[src/design/nfmt_pkg.sv]
// Shared types and constants for the number-to-ASCII formatter.
package nfmt_pkg;

  // Format selector codes
  localparam logic [1:0] ACT_DEC = 2'd0;
  localparam logic [1:0] ACT_HEX = 2'd1;
  localparam logic [1:0] ACT_BIN = 2'd2;
  localparam logic [1:0] ACT_NONE = 2'd3;

  // ASCII codes used by the formatter
  localparam logic [7:0] CH_ZERO  = 8'h30;
  localparam logic [7:0] CH_ONE   = 8'h31;
  localparam logic [7:0] CH_UPPER = 8'h41;
  localparam logic [7:0] CH_MINUS = 8'h2D;

  // Digit counts per format
  localparam int unsigned VAL_W    = 32;
  localparam int unsigned DEC_DIGS = 10;
  localparam int unsigned HEX_DIGS = 8;
  localparam int unsigned BCD_W    = 4 * DEC_DIGS;

  typedef struct packed {
    logic [1:0]  action;
    logic [31:0] value;
  } in_word_t;

  typedef struct packed {
    logic [7:0] char_code;
    logic       last;
  } out_word_t;

endpackage

[src/design/number_to_ascii_formatter.sv]
// Number-to-ASCII formatter: converts a 32-bit word into a run of characters.
//
// Input channel (in_valid/in_ready/in_word): one word carries a format code
// (signed decimal, uppercase hex, binary) and a 32-bit value. Format code 3
// is dropped and gives no characters.
// Output channel (out_valid/out_ready/out_word): one character per word,
// most significant first, with last set on the final character of the run.
// Every format drops leading zeros; zero always gives a single '0'.
// Steps: decimal runs a shift-and-add-3 BCD conversion, one value bit per
// cycle, then skips suppressed leading zeros, emits a '-' for a negative
// value and emits the characters. Hex and binary start directly with the
// zero skip, one nibble or one bit per cycle.
// One word is in work at a time; in_ready rises as soon as the last
// character sits in the output register, so the next word overlaps its wait.
// A stalled receiver holds the output register and the run pauses there.
// Reset (synchronous, active low) empties the output and returns to idle.
module number_to_ascii_formatter (
  input  logic               clk,
  input  logic               rst_n,
  input  logic               in_valid,
  output logic               in_ready,
  input  nfmt_pkg::in_word_t in_word,
  output logic               out_valid,
  input  logic               out_ready,
  output nfmt_pkg::out_word_t out_word
);
  import nfmt_pkg::*;

  typedef enum logic [2:0] {
    ST_IDLE,
    ST_CONV,
    ST_SKIP,
    ST_SIGN,
    ST_EMIT
  } state_t;

  state_t           state_r, state_nxt;
  logic [VAL_W-1:0] bin_r, bin_nxt;
  logic [BCD_W-1:0] dat_r, dat_nxt;
  logic [5:0]       cnt_r, cnt_nxt;
  logic [1:0]       mode_r, mode_nxt;
  logic             neg_r, neg_nxt;
  logic             out_valid_r, out_valid_nxt;
  out_word_t        out_word_r, out_word_nxt;

  logic             can_load;
  logic [3:0]       nib;
  logic             top_zero;
  logic [7:0]       ch;
  logic [BCD_W-1:0] dat_adj;
  logic [BCD_W-1:0] dat_step;

  assign in_ready  = (state_r == ST_IDLE);
  assign out_valid = out_valid_r;
  assign out_word  = out_word_r;
  assign can_load  = !out_valid_r || out_ready;

  // Top digit of the data register and its character
  assign nib = dat_r[BCD_W-1 -: 4];
  always_comb begin
    if (mode_r == ACT_BIN) begin
      ch       = dat_r[BCD_W-1] ? CH_ONE : CH_ZERO;
      top_zero = !dat_r[BCD_W-1];
      dat_step = {dat_r[BCD_W-2:0], 1'b0};
    end else begin
      ch       = (nib > 4'd9) ? (CH_UPPER + {4'd0, nib} - 8'd10) : (CH_ZERO + {4'd0, nib});
      top_zero = (nib == 4'd0);
      dat_step = {dat_r[BCD_W-5:0], 4'd0};
    end
  end

  // Add-3 correction on every BCD digit before the shift
  always_comb begin
    for (int i = 0; i < DEC_DIGS; i++) begin
      dat_adj[4*i +: 4] = (dat_r[4*i +: 4] >= 4'd5) ? (dat_r[4*i +: 4] + 4'd3)
                                                      : dat_r[4*i +: 4];
    end
  end

  // Sequencer
  always_comb begin
    state_nxt     = state_r;
    bin_nxt       = bin_r;
    dat_nxt       = dat_r;
    cnt_nxt       = cnt_r;
    mode_nxt      = mode_r;
    neg_nxt       = neg_r;
    out_valid_nxt = out_valid_r && !out_ready;
    out_word_nxt  = out_word_r;
    case (state_r)
      ST_IDLE: begin
        if (in_valid && in_word.action != ACT_NONE) begin
          mode_nxt = in_word.action;
          neg_nxt  = (in_word.action == ACT_DEC) && in_word.value[VAL_W-1];
          if (in_word.action == ACT_DEC) begin
            bin_nxt   = in_word.value[VAL_W-1] ? (32'd0 - in_word.value) : in_word.value;
            dat_nxt   = '0;
            cnt_nxt   = 6'(VAL_W);
            state_nxt = ST_CONV;
          end else begin
            dat_nxt   = {in_word.value, 8'd0};
            cnt_nxt   = (in_word.action == ACT_HEX) ? 6'(HEX_DIGS) : 6'(VAL_W);
            state_nxt = ST_SKIP;
          end
        end
      end
      ST_CONV: begin
        dat_nxt = {dat_adj[BCD_W-2:0], bin_r[VAL_W-1]};
        bin_nxt = {bin_r[VAL_W-2:0], 1'b0};
        cnt_nxt = cnt_r - 6'd1;
        if (cnt_r == 6'd1) begin
          cnt_nxt   = 6'(DEC_DIGS);
          state_nxt = ST_SKIP;
        end
      end
      ST_SKIP: begin
        // drop leading zeros, keeping at least one digit
        if (top_zero && cnt_r > 6'd1) begin
          dat_nxt = dat_step;
          cnt_nxt = cnt_r - 6'd1;
        end else begin
          state_nxt = neg_r ? ST_SIGN : ST_EMIT;
        end
      end
      ST_SIGN: begin
        if (can_load) begin
          out_valid_nxt = 1'b1;
          out_word_nxt  = '{char_code: CH_MINUS, last: 1'b0};
          state_nxt     = ST_EMIT;
        end
      end
      ST_EMIT: begin
        if (can_load) begin
          out_valid_nxt = 1'b1;
          out_word_nxt  = '{char_code: ch, last: (cnt_r == 6'd1)};
          dat_nxt       = dat_step;
          cnt_nxt       = cnt_r - 6'd1;
          if (cnt_r == 6'd1) state_nxt = ST_IDLE;
        end
      end
      default: state_nxt = ST_IDLE;
    endcase
  end

  // State and registered outputs
  always_ff @(posedge clk) begin
    if (!rst_n) begin
      state_r     <= ST_IDLE;
      out_valid_r <= 1'b0;
      cnt_r       <= '0;
    end else begin
      state_r     <= state_nxt;
      out_valid_r <= out_valid_nxt;
      cnt_r       <= cnt_nxt;
    end
    bin_r      <= bin_nxt;
    dat_r      <= dat_nxt;
    mode_r     <= mode_nxt;
    neg_r      <= neg_nxt;
    out_word_r <= out_word_nxt;
  end

endmodule

[config.mk]
export PLATFORM = sky130hd
export DESIGN_NAME = number_to_ascii_formatter
export DESIGN_NICKNAME = d
export VERILOG_FILES = /design/src/design/nfmt_pkg.sv /design/src/design/number_to_ascii_formatter.sv
export SDC_FILE = /design/constraint.sdc
export NUM_CORES = 1
export LEC_CHECK = 0
export ABC_AREA = 1
export BUFFER_PORTS_ARGS = -buffer_cell sky130_fd_sc_hd__buf_2
export CORE_ASPECT_RATIO = 0.75
export CORE_MARGIN = 2
export CORE_UTILIZATION = 30
export DETAILED_ROUTE_END_ITERATION = 6
export PLACE_DENSITY = 0.42
export SETUP_SLACK_MARGIN = 0.4
export SYNTH_ARGS = -nofsm -noshare
export SYNTH_HDL_FRONTEND = slang
export SYNTH_SLANG_ARGS = --single-unit
export TNS_END_PERCENT = 1
[constraint.sdc]
create_clock -name clk -period 8.8 [get_ports clk]
set_input_delay 1.32 -clock clk [delete_from_list [all_inputs] [get_ports clk]]
set_output_delay 1.32 -clock clk [all_outputs]
set_load 0.01 [all_outputs]
# [Word-level counts from Yosys, hierarchy flattened]
# Index checks and enable logic that the tools add are counted.
[word_totals] ff_bits=94 inputBits=38 output_inout_bits=11 word_cells=117
[classes] addsub=15 order_cmp=12 n_eq_ne=16 n_mux=45 n_reduce_logical=20
[ops] op="40-bit two-way mux" count=5
[ops] op="40-bit case mux with 4 select lines" count=1
[ops] op="32-bit two-way mux" count=3
[ops] op="32-bit case mux with 2 select lines" count=1
[ops] op="4-bit by 3-bit >= comparator with 1-bit output, second input constant" count=10
[ops] op="4-bit by 2-bit adder with 4-bit output, second input constant" count=9
[ops] op="4-bit two-way mux" count=9
[ops] op="6-bit two-way mux" count=6
[ops] op="1-bit by 32-bit subtractor with 32-bit output, first input constant" count=1
[ops] op="3-bit two-way mux" count=8
[ops] op="6-bit case mux with 4 select lines" count=1
[ops] op="9-bit two-way mux" count=2
[ops] op="9-bit case mux with 2 select lines" count=1
[ops] op="8-bit two-way mux" count=2
[ops] op="3-bit case mux with 5 select lines" count=1
[ops] op="2-bit inequality test, second input constant" count=7
[ops] op="7-bit by 4-bit adder with 8-bit output, first input constant" count=1
[ops] op="8-bit by 4-bit subtractor with 8-bit output, second input constant" count=1
[ops] op="6-bit by 4-bit adder with 7-bit output, first input constant" count=1
[ops] op="3-bit by 2-bit equality test with 1-bit output, second input constant" count=2
[ops] op="6-bit by 1-bit equality test with 1-bit output, second input constant" count=1
[ops] op="6-bit by 1-bit > comparator with 1-bit output, second input constant" count=1
[ops] op="3-bit AND reduction" count=2
[ops] op="6-bit AND reduction" count=1
[ops] op="21 further kinds" count=31

# [Longest topological paths before layout]
# Gate-level depths: netlist (run 1).
[depth] word_depth=6 ltp_mapped=12 depth_no_buf=12

# [Least setup slack after synthesis (run 1)]
# No wires, ideal clock.
[synth_timing] kind="input to register" start="in in_word[32] (netlist name)" end="reg bin_r[0], enable pin" setup_ns=0.432 t_arrival_ns=3.189 required_time_ns=8.368 slack_ns=5.179 cell_stages=3 path_buffers=0 cell_sequence="inv_1 > o21ai_0 > a21oi_1"
[synth_via] elab_chain_cells=4 word_cells_on_any_way=6 cone_classes="3 x eq/ne; 3 x reduce/logical"
[synth_lines] element="from (decl)" line_no="number_to_ascii_formatter.sv:22" text="input nfmt_pkg::in_word_t in_word,"
[synth_lines] element="2-bit inequality test" line_no="number_to_ascii_formatter.sv:92" text="if (in_valid && in_word.action != ACT_NONE) begin"
[synth_lines] element="1-bit logical AND" line_no="number_to_ascii_formatter.sv:92"
[synth_lines] element="2-bit by 1-bit inequality test with 1-bit output (no line)"
[synth_lines] element="3-bit AND reduction (no line) (*)"
[synth_lines] element="to (signal assigned)" line_no="number_to_ascii_formatter.sv:156" text="bin_r <= bin_nxt;"
[synth_lines] element="to (decl)" line_no="number_to_ascii_formatter.sv:38" text="logic [VAL_W-1:0] bin_r, bin_nxt;"
# Every way passes the cells marked *; elsewhere a longest branch is shown, timed or not.
# A chain may end at the register's enable or synchronous reset.

# [Final worst setup path (run 1)]
[layout_timing] start="reg state_r[0]" end="reg dat_r[24] (data pin)"
[layout_via] elab_chain_cells=2 word_cells_on_any_way=5 cone_classes="3 x eq/ne; 1 x mux; 1 x reduce/logical"
[layout_lines] element="from (decl)" line_no="number_to_ascii_formatter.sv:37" text="state_t state_r, state_nxt;"
[layout_lines] element="from (signal assigned)" line_no="number_to_ascii_formatter.sv:152" text="state_r <= state_nxt;"
[layout_lines] element="3-bit equality test (tied with other cells)" line_no="number_to_ascii_formatter.sv:90" text="case (state_r)"
[layout_lines] element="40-bit case mux with 4 select lines (*)" line_no="number_to_ascii_formatter.sv:90"
[layout_lines] element="named net dat_nxt[24]" line_no="number_to_ascii_formatter.sv:39" text="logic [BCD_W-1:0] dat_r, dat_nxt;"
[layout_lines] element="to (signal assigned)" line_no="number_to_ascii_formatter.sv:157" text="dat_r <= dat_nxt;"
[layout_lines] element="to (decl)" line_no="number_to_ascii_formatter.sv:39"
# The timed path passes the listed nets; every way through them passes the cells marked *.

==> reports/qor.yml, run 1 <==
drt_pass1_iterations: 5
post-route-cell-area_sq_um: 7400
clock_path_buffers: 2
synth-xor-area-share: 0.0329
setup_ws_ns: 5.39
grt_util_all_layers: 0.165
p_leak_uw: 0.00310
ios: 49
ctsResizeCount: 0
grt_pass1_vias: 5434
timing.hold.ws_ns: 0.497
yosys.area.top_type_share: 0.374
synth.area.top_cells: "edfxtp_1, nand2_1, o21ai_0"
rows: 47
dpl_cell_area_sq_um: 7110
wl_mm: 19.1
r2r_cells: 8
cts_setup_buffers: 0
clock_sinks: 93
rsz0062_at_grt: "false"
synth_compound_area_frac: 0.157
syn_to_final_growth_pct: 11.1
core_region_area_sq_um: 21900
drtIter0Drc: 414
htree_levels: 3
yosysWarnings: 0
period_share: 0.387
cts_made_buffers: 9
n_antenna_cell: 0
tightestPinTransition_ns: 0.871
drive_above_1_share: 0.109
gp_congestion: 0.810
finalMaxSlewViolations: 0
pre_cts_ws_ns: 5.39
synth_cell_types: 39
vias: 5832
layout.nets: 978
hold_violations: 0
start_kind: "flip-flop"
insertion_delay_ns: 0.36
start_util: 0.304
max_slew_margin: 0.417
synth_fa_ha_area_frac: 0.0451
syn_area_per_cell_sq_um: 7.50
end_kind: "flip-flop"
clk_pin_slew_worst_paths_ns: 0.07
die_w_um: 176
grt_pass1_wl_mm: 30.2
cts_tree: "done"
netlist_area_sq_um: 6660
status: "finished clean"
period_needed_ns: 3.41
cts_root_buffer: "clkbuf_16"
synth_top_family_by_area: "simple AND/OR/NAND/NOR gates"
postCtsHoldBufs: 0
swShare: 0.455
worstSetupPathType: "reg -> reg"
numPortBuffers: 47
hp-class: "reg -> reg"
fin_skew_ns: 0.0107
power_density_nw_per_um2: 332
ir_drop_mv: 0.118
synth_nets: 950
synthMuxAreaShare: 0
yosysTopAreaCell: "edfxtp_1"
yosys.area_share.simple: 0.270
ys_seq_area_frac: 0.404
fmax_ghz: 0.293
netlist_instances: 888
maxCapViolations: 0
via_per_inst: 4.80
required_ns: 8.87
final_util: 0.337
fin_setup_tns_ns: 0
drtAntennaViolNets: 0
power_frac_clock: 0.167
ys_ff_latch: 93
min_path_cells: 2
gr-total-overflow: 0
route.detailed.drc: 0
die_y_um: 133
dieArea_sq_um: 23400
antenna_found_initial: 0
crit_arrival_ns: 3.48
grt_max_degree: 80
p_int_uw: 1340
setup_viol: 0
combPwrFrac: 0.471
avgRoutedWirePerCell_um: 15.7
seqPwrFrac: 0.362
hpwlAfterDp_mm: 13.2
critPathMaxFanout: 78
switching_power_uw: 1120
==> final timing paths <==
check / from / end / slack (ns)
setup / recovery: state_r[0] / dat_r[24] / 5.39
hold / removal: cnt_r[0] / cnt_r[0] / 0.50
setup reg to reg: state_r[0] / dat_r[24] / 5.39
hold reg to reg: cnt_r[0] / cnt_r[0] / 0.50
==> critical path, stage by stage (launching register included) <==
cell and delay [ns]:
dfxtp_1 0.54, nand2_2 0.57, inv_2 0.15, buf_4 0.69, nor2_4 0.10, nand2_2 0.56, inv_2 0.24, nand2_1 0.11
o311ai_0 0.11
==> registers in the layout (all words and copies together), names as in the netlist <==
signal	cells
out_word	8
dat_r	40
bin_r	32
mode_r	2
neg_r	1
cnt_r	6
out_valid	1
state_r	3
==> synth_stat cells, drive strengths merged <==
cell type and count:
o311ai 1, nand3 67, nand4 9, clkbuf 11, ha 24, conb 1
xor2 23, o221ai 8, o21ai 107, or2 7, o41ai 1, nor2 81
a21oi 34, dfxtp 10, o211ai 21, nand2 251, a31oi 4, nand3b 1
a32o 1, nor3 3, xnor2 2, buf 22, inv 107, edfxtp 83
o211a 1, clkinv 1, o31ai 5, o22ai 2
==> power groups by stage <==
| stage | combinational (uW) | sequential [uW] | clock (uW) |
|---|---|---|---|
| after global placement | 1180 | 902 | 0 |
| final | 1160 | 890 | 411 |
| after global routing | 1350 | 914 | 433 |
| after CTS | 1170 | 890 | 422 |
| after floorplan | 893 | 856 | 0 |
| after detailed placement | 1160 | 898 | 0 |
==> cells in the final DEF (no fill, tap or decap), types with 2 or more instances in the layout <==
master,instances
clkbuf_16,9
o221ai_1,8
xnor2_1,2
or2_2,6
nor2_1,69
edfxtp_1,83
a21oi_1,33
nand4_1,9
nor2_4,5
nor3_1,3
xor2_1,23
clkbuf_1,2
buf_2,47
clkinv_2,2
nand3_1,66
nor2_2,7
nand2_2,8
o211ai_1,21
nand2_1,241
inv_2,5
buf_4,3
ha_1,24
inv_1,102
a31oi_1,4
o22ai_1,2
dfxtp_1,10
o21ai_0,106
nand2_4,2
o31ai_1,5
==> logic make-up after synthesis <==
| family | after synthesis |
|---|---|
| compound gates | 185 |
| fa+ha+maj | 24 |
| flops | 93 |
| simple gates | 419 |
| other cells | 1 |
| buf+inv | 141 |
| xor+xnor | 25 |
==> cell type report <==
type,instances,area [sq um]
multi-input cells,654,3380
fillers,2372,14500
clock buffers,12,246
flip-flops and latches,93,2690
clock inverters,4,47.5
inverters,108,410
well taps,294,368
repair buffers,50,258
==> stage by stage <==
step | std cells | total power, uW
after floorplan | 888 | 1750
after global routing | 1215 | 2690
after detailed placement | 1199 | 2060
final | 1215 | 2460
after CTS | 1215 | 2480
after global placement | 1199 | 2080
==> per-layer routing <==
| metal | global-route usage | up-vias | share of wire |
|---|---|---|---|
| met4 | 0.0308 | 0 | 0.0084 |
| met1 | 0.254 | 2684 | 0.54 |
| met5 | 0 | - | 0 |
| met3 | 0.0325 | 10 | 0.039 |
| li1 | - | 3025 | - |
| met2 | 0.238 | 113 | 0.41 |
Note: power is estimated with default switching activity, not from simulation.
==> inputs of run 2 (changes only) <==
PLACE_DENSITY = 0.44   (was 0.42)
clock period = 2.85 ns   (was 8.8 ns; I/O delays follow)
==> run 2 against run 1 <==
Effect of this change:
- clock-buffer cell count fell by 2
- worst hold slack got worse by 0.21 ns
- core utilization rose by 0.12 points
- die area did not move
- combinational power rose to 3.1 times the previous value
- global-route usage fell by 0.34 points
- first-iteration DRC count rose by 15%
- maximum frequency rose by 56%
- via count rose by 1.5%
- largest power group unchanged
- highest routed layer unchanged
==> reports/qor.yml, run 2 (synthesis results as in run 1) <==
drt-met1-wl_mm: 9.82  # -4.7%
hpwlAfterDp_mm: 13.3  # +0.20%
layout_commonest_cell: "nand2_1"
start_util: 0.304  # unchanged
gr-total-overflow: 0  # unchanged
fin_skew_ns: 0.00815  # -0.00253 ns
dieArea_sq_um: 23400  # unchanged
mostFrequentLayoutCells: "nand2_1, o21ai_0, inv_1"
rows: 47  # unchanged
highest_layer: "met4"
start_kind: "flip-flop"
die_y_um: 133  # unchanged
cts_setup_buffers: 0  # unchanged
p_leak_uw: 0.00313  # +0.81%
ir_drop_mv: 0.301  # +160%
rsz0062_at_grt: "false"
insertion_delay_ns: 0.36  # about the same
reg2reg_slack_ns: 0.66  # -4.73 ns
post-route-cell-area_sq_um: 7430  # +0.35%
antenna_found_initial: 0  # unchanged
clock_path_buffers: 2  # unchanged
period_share: 0.767  # +0.380
hp-class: "in -> reg"
clk_pin_slew_worst_paths_ns: 0.07  # about the same
timing.hold.ws_ns: 0.289  # -0.208 ns
htree_levels: 3  # unchanged
final_util: 0.339  # +0.00120
ctsResizeCount: 0  # unchanged
postCtsHoldBufs: 0  # unchanged
hold_path.startpoint: "in_word[33]"
routed-wl-met3_um: 781  # +5.8%
period_needed_ns: 2.19  # -1.22 ns
vias: 5922  # +1.5%
cts_root_buffer: "clkbuf_16"
cts_tree: "done"
power_density_nw_per_um2: 1020  # +210%
critPathMaxFanout: 43  # -45%
wl_met2_mm: 7.78  # -1.1%
wl_mm: 18.5  # -3.1%
min_path_cells: 1  # -1
via_per_inst: 4.85  # +1.1%
grt_pass1_vias: 5622  # +3.5%
r2r-start: "cnt_r[0]"
required_ns: 2.86  # -6.01 ns
avgRoutedWirePerCell_um: 15.2  # -3.5%
crit_arrival_ns: 2.19  # -1.29 ns
setup_viol: 0  # unchanged
cts_made_buffers: 9  # unchanged
grt_max_degree: 79  # -1.3%
largest_reg_flops: 40  # unchanged
drtAntennaViolNets: 0  # unchanged
grt_pass1_wl_mm: 29.9  # -1.0%
route.detailed.drc: 0  # unchanged
drt_pass1_iterations: 5  # unchanged
syn_to_final_growth_pct: 11.5
n_antenna_cell: 0  # unchanged
hold_violations: 0  # unchanged
max_slew_margin: 0.454  # +0.0368
end_kind: "flip-flop"
worstSetupPathType: "reg -> reg"
status: "finished clean"
ios: 49  # unchanged
fin_setup_tns_ns: 0  # unchanged
drive_above_1_share: 0.113  # +0.00481
top_register: "dat_r"
r2r_cells: 7  # -1
gp_congestion: 0.787  # -2.8%
fmax_ghz: 0.457  # +56%
reg2reg_to: "dat_r[11]"
die_w_um: 176  # unchanged
min_to: "mode_r[1]"
layout.nets: 983  # +0.51%
maxCapViolations: 0  # unchanged
numPortBuffers: 47  # unchanged
core_region_area_sq_um: 21900  # unchanged
drtIter0Drc: 478  # +15%
grt_util_all_layers: 0.161  # -0.00342
clock_sinks: 93  # unchanged
tightestPinTransition_ns: 0.810  # -0.0607 ns
fill_cells: 2358  # -0.59%
dpl_cell_area_sq_um: 7150  # +0.53%
finalMaxSlewViolations: 0  # unchanged
## run 2: worst max-delay path by stage
stage / from / end / slack, ns / depth (start not counted)
after CTS: cnt_r[0] / dat_r[9] / 0.68 / 7
after detailed placement: in_word[32] / dat_r[9] / 0.54 / 8
after global routing: cnt_r[0] / dat_r[8] / 0.56 / 7
final: cnt_r[0] / dat_r[11] / 0.66 / 7
after global placement: in_word[32] / dat_r[6] / 0.60 / 8
after floorplan: state_r[2] / bin_r[0] / 0.55 / 6
## run 2: metal layers
layer,global-route usage,up-vias
met3,0.0325,10
met2,0.243,104
met1,0.242,2771
met5,0,-
li1,-,3037
met4,0.0266,0
## run 2: metrics by stage
step	setup WS, ns	instances	total power [uW]
finish	0.663	1220	7570
global route	0.558	1220	8290
CTS	0.677	1220	7640
detailed placement	0.542	1204	6380
global placement	0.599	1204	6440
floorplan	0.553	888	5400
## run 2: cell type report
cell class / instances / area [sq um] / share of cell area
clock buffer: 10 / 229 / 0.0308
timing repair buffer: 55 / 295 / 0.0398
sequential: 93 / 2690 / 0.362
clock inverter: 6 / 53.8 / 0.00724
tap: 294 / 368 / 0.0495
multi-input combinational: 654 / 3380 / 0.455
inverter: 108 / 410 / 0.0552
## run 2: where the power goes
group	leakage [uW]	total, uW	switching [uW]	internal, uW
logic	0.00212	3590	2440	1150
clock network	0.000143	1220	548	672
registers	0.000867	2760	439	2320
total	0.00313	7570	3430	4140
## run 2: worst max-delay path, stage by stage (launching register included)
cell,delay (ns)
dfxtp_1,0.35
inv_1,0.10
ha_1,0.25
o21ai_0,0.34
nand3_1,0.11
nand2_1,0.19
nand2_4,0.12
clkinv_4,0.33
==> inputs of run 3 (changes only) <==
clock period = 1.86 ns   (was 2.85 ns; I/O delays follow)
==> run 3 against run 2 <==
Effect of this change:
- wire length increased by 5.9%
- non-clock buffer count increased by 68
- global-route usage up 0.83 points
- core utilization increased by 4.2 points
- clock-buffer cell count is 1 lower
- critical path depth increased by 3
- power rose by 82%
- via count up 4.3%
- combinational power increased by 110%
- register-to-register slack got worse by 0.51 ns
==> reports/qor.yml, run 3 (synthesis results as in run 1) <==
power_density_nw_per_um2: 1650  # +62%
gp_congestion: 0.793  # +0.74%
switching_power_uw: 5960  # +74%
antenna_found_initial: 0  # unchanged
grt_pass1_vias: 5698  # +1.4%
vias: 6177  # +4.3%
hpwlAfterDp_mm: 13.9  # +4.9%
hp-class: "in -> reg"
crit_arrival_ns: 1.79  # -0.40 ns
highest_layer: "met4"
drtAntennaViolNets: 0  # unchanged
max_slew_margin: 0.599  # +0.145
p_int_uw: 7780  # +88%
avgRoutedWirePerCell_um: 15.2  # +0.27%
largest_reg_flops: 40  # unchanged
drt-met1-wl_mm: 10.6  # +7.9%
postCtsHoldBufs: 0  # unchanged
hold_violations: 0  # unchanged
n_antenna_cell: 0  # unchanged
worstSetupPathType: "reg -> reg"
status: "finished clean"
reg2reg_slack_ns: 0.15  # -0.51 ns
wl_mm: 19.6  # +5.9%
power_uw: 13700  # +82%
fill_cells: 2326  # -1.4%
combPwrFrac: 0.551  # +0.077
required_ns: 1.94  # -0.92 ns
clk_pin_slew_worst_paths_ns: 0.07  # about the same
via_per_inst: 4.80  # -1.2%
route.detailed.drc: 0  # unchanged
drive_above_1_share: 0.216  # +0.103
p_leak_uw: 0.00353  # +13%
die_w_um: 176  # unchanged
ir_drop_mv: 0.550  # +82%
critPathMaxFanout: 8  # -81%
routed-wl-met3_um: 621  # -20%
layout_commonest_cell: "nand2_1"
crit_start: "dat_r[36]"
syn_to_final_growth_pct: 25.2
dpl_cell_area_sq_um: 7630  # +6.8%
maxCapViolations: 0  # unchanged
grt_util_all_layers: 0.170  # +0.00832
fmax_ghz: 0.586  # +28%
post-route-cell-area_sq_um: 8340  # +12%
rsz0062_at_grt: "true"
seqPwrFrac: 0.308  # -0.057
cts_tree: "done"
power_frac_clock: 0.141  # -0.020
start_util: 0.304  # unchanged
dieArea_sq_um: 23400  # unchanged
layout.nets: 1051  # +6.9%
rows: 47  # unchanged
clock_sinks: 93  # unchanged
cts_root_buffer: "clkbuf_16"
start_kind: "flip-flop"
core_region_area_sq_um: 21900  # unchanged
cts_made_buffers: 9  # unchanged
finalMaxSlewViolations: 0  # unchanged
r2r_cells: 10  # +3
wl_met2_mm: 8.12  # +4.4%
crit_path_end: "dat_r[21]"
grt_pass1_wl_mm: 31.0  # +3.7%
gr-total-overflow: 0  # unchanged
end_kind: "flip-flop"
drtIter0Drc: 393  # -18%
r2r-start: "dat_r[36]"
drt_pass1_iterations: 5  # unchanged
mostFrequentLayoutCells: "nand2_1, o21ai_0, inv_1"
clock_path_buffers: 2  # unchanged
fin_skew_ns: 0.00966  # +0.00151 ns
setup_viol: 0  # unchanged
grt_max_degree: 59  # -25%
period_needed_ns: 1.71  # -0.481 ns
swShare: 0.434  # -0.0192
ios: 49  # unchanged
reg2reg_to: "dat_r[21]"
top_register: "dat_r"
numPortBuffers: 47  # unchanged
tightestPinTransition_ns: 0.595  # -0.215 ns
htree_levels: 3  # unchanged
die_y_um: 133  # unchanged
insertion_delay_ns: 0.36  # about the same
period_share: 0.917  # +0.150
## run 3: changes by cell type in the layout (fill, tap and decap cells not counted), sizes merged
cell,delta
buf,+68
clkinv,-1
clkbuf,-1
clkinvlp,+2
## run 3: worst max-delay path, stage by stage (launching register included)
cell and delay [ns]:
edfxtp_1 0.44, inv_2 0.15, ha_4 0.14, nand2_2 0.05
nand2_2 0.08, nand3_2 0.08, nand2_2 0.10, nand2_4 0.08
clkinv_8 0.08, buf_12 0.11, buf_12 0.12
## run 3: timing repair
action / 4_1_cts / 5_1_grt
endpoints found under the setup margin: 144 / 158
pin swaps: 13 / 16
cloned: 1 / 0
gates resized for setup: 49 / 25
setup buffers: 13 / 7
## run 3: through the flow
step                hold slack, ns  TNS [ns]  cells  utilization  setup WS (ns)
floorplan                    0.378         0    888            -        0.00614
global placement             0.474     -1.48   1251        0.348        -0.0455
detailed placement           0.475    -0.632   1251        0.348        -0.0228
CTS                          0.105         0   1281        0.375          0.145
global route                 0.114         0   1288        0.380         0.0814
finish                       0.120         0   1288        0.380          0.154
## run 3: how the worst min path moves through the flow
stage | startpoint | to | slack [ns] | cells past startpoint
global route | in_word[32] | mode_r[0] | 0.11 | 1
CTS | in_word[32] | mode_r[0] | 0.10 | 1
finish | in_word[32] | mode_r[0] | 0.12 | 1
global placement | cnt_r[1] | cnt_r[1] | 0.47 | 2
detailed placement | cnt_r[1] | cnt_r[1] | 0.48 | 2
floorplan | in_word[32] | mode_r[0] | 0.38 | 0
## run 3: power by group through the flow
stage	Sequential (uW)	Clock [uW]	Combinational [uW]
after global routing	4340	2050	8500
after detailed placement	4210	0	6410
after CTS	4210	2000	7250
final	4230	1940	7560
after global placement	4230	0	6460
after floorplan	4050	0	4260
## run 3: area by class of cell
cell class	instances	area (sq um)	area share
Tap cell	294	368	0.0441
Sequential cell	93	2710	0.324
Inverter	108	430	0.0516
Clock inverter	7	66.3	0.00795
Timing Repair Buffer	123	983	0.118
Clock buffer	9	225	0.0270
Multi-Input combinational cell	654	3560	0.427
## run 3: per-layer routing
| layer | up-vias | GRT usage |
|---|---|---|
| li1 | 3172 | - |
| met1 | 2892 | 0.263 |
| met2 | 98 | 0.241 |
| met3 | 15 | 0.0305 |
| met4 | 0 | 0.0422 |
| met5 | - | 0 |
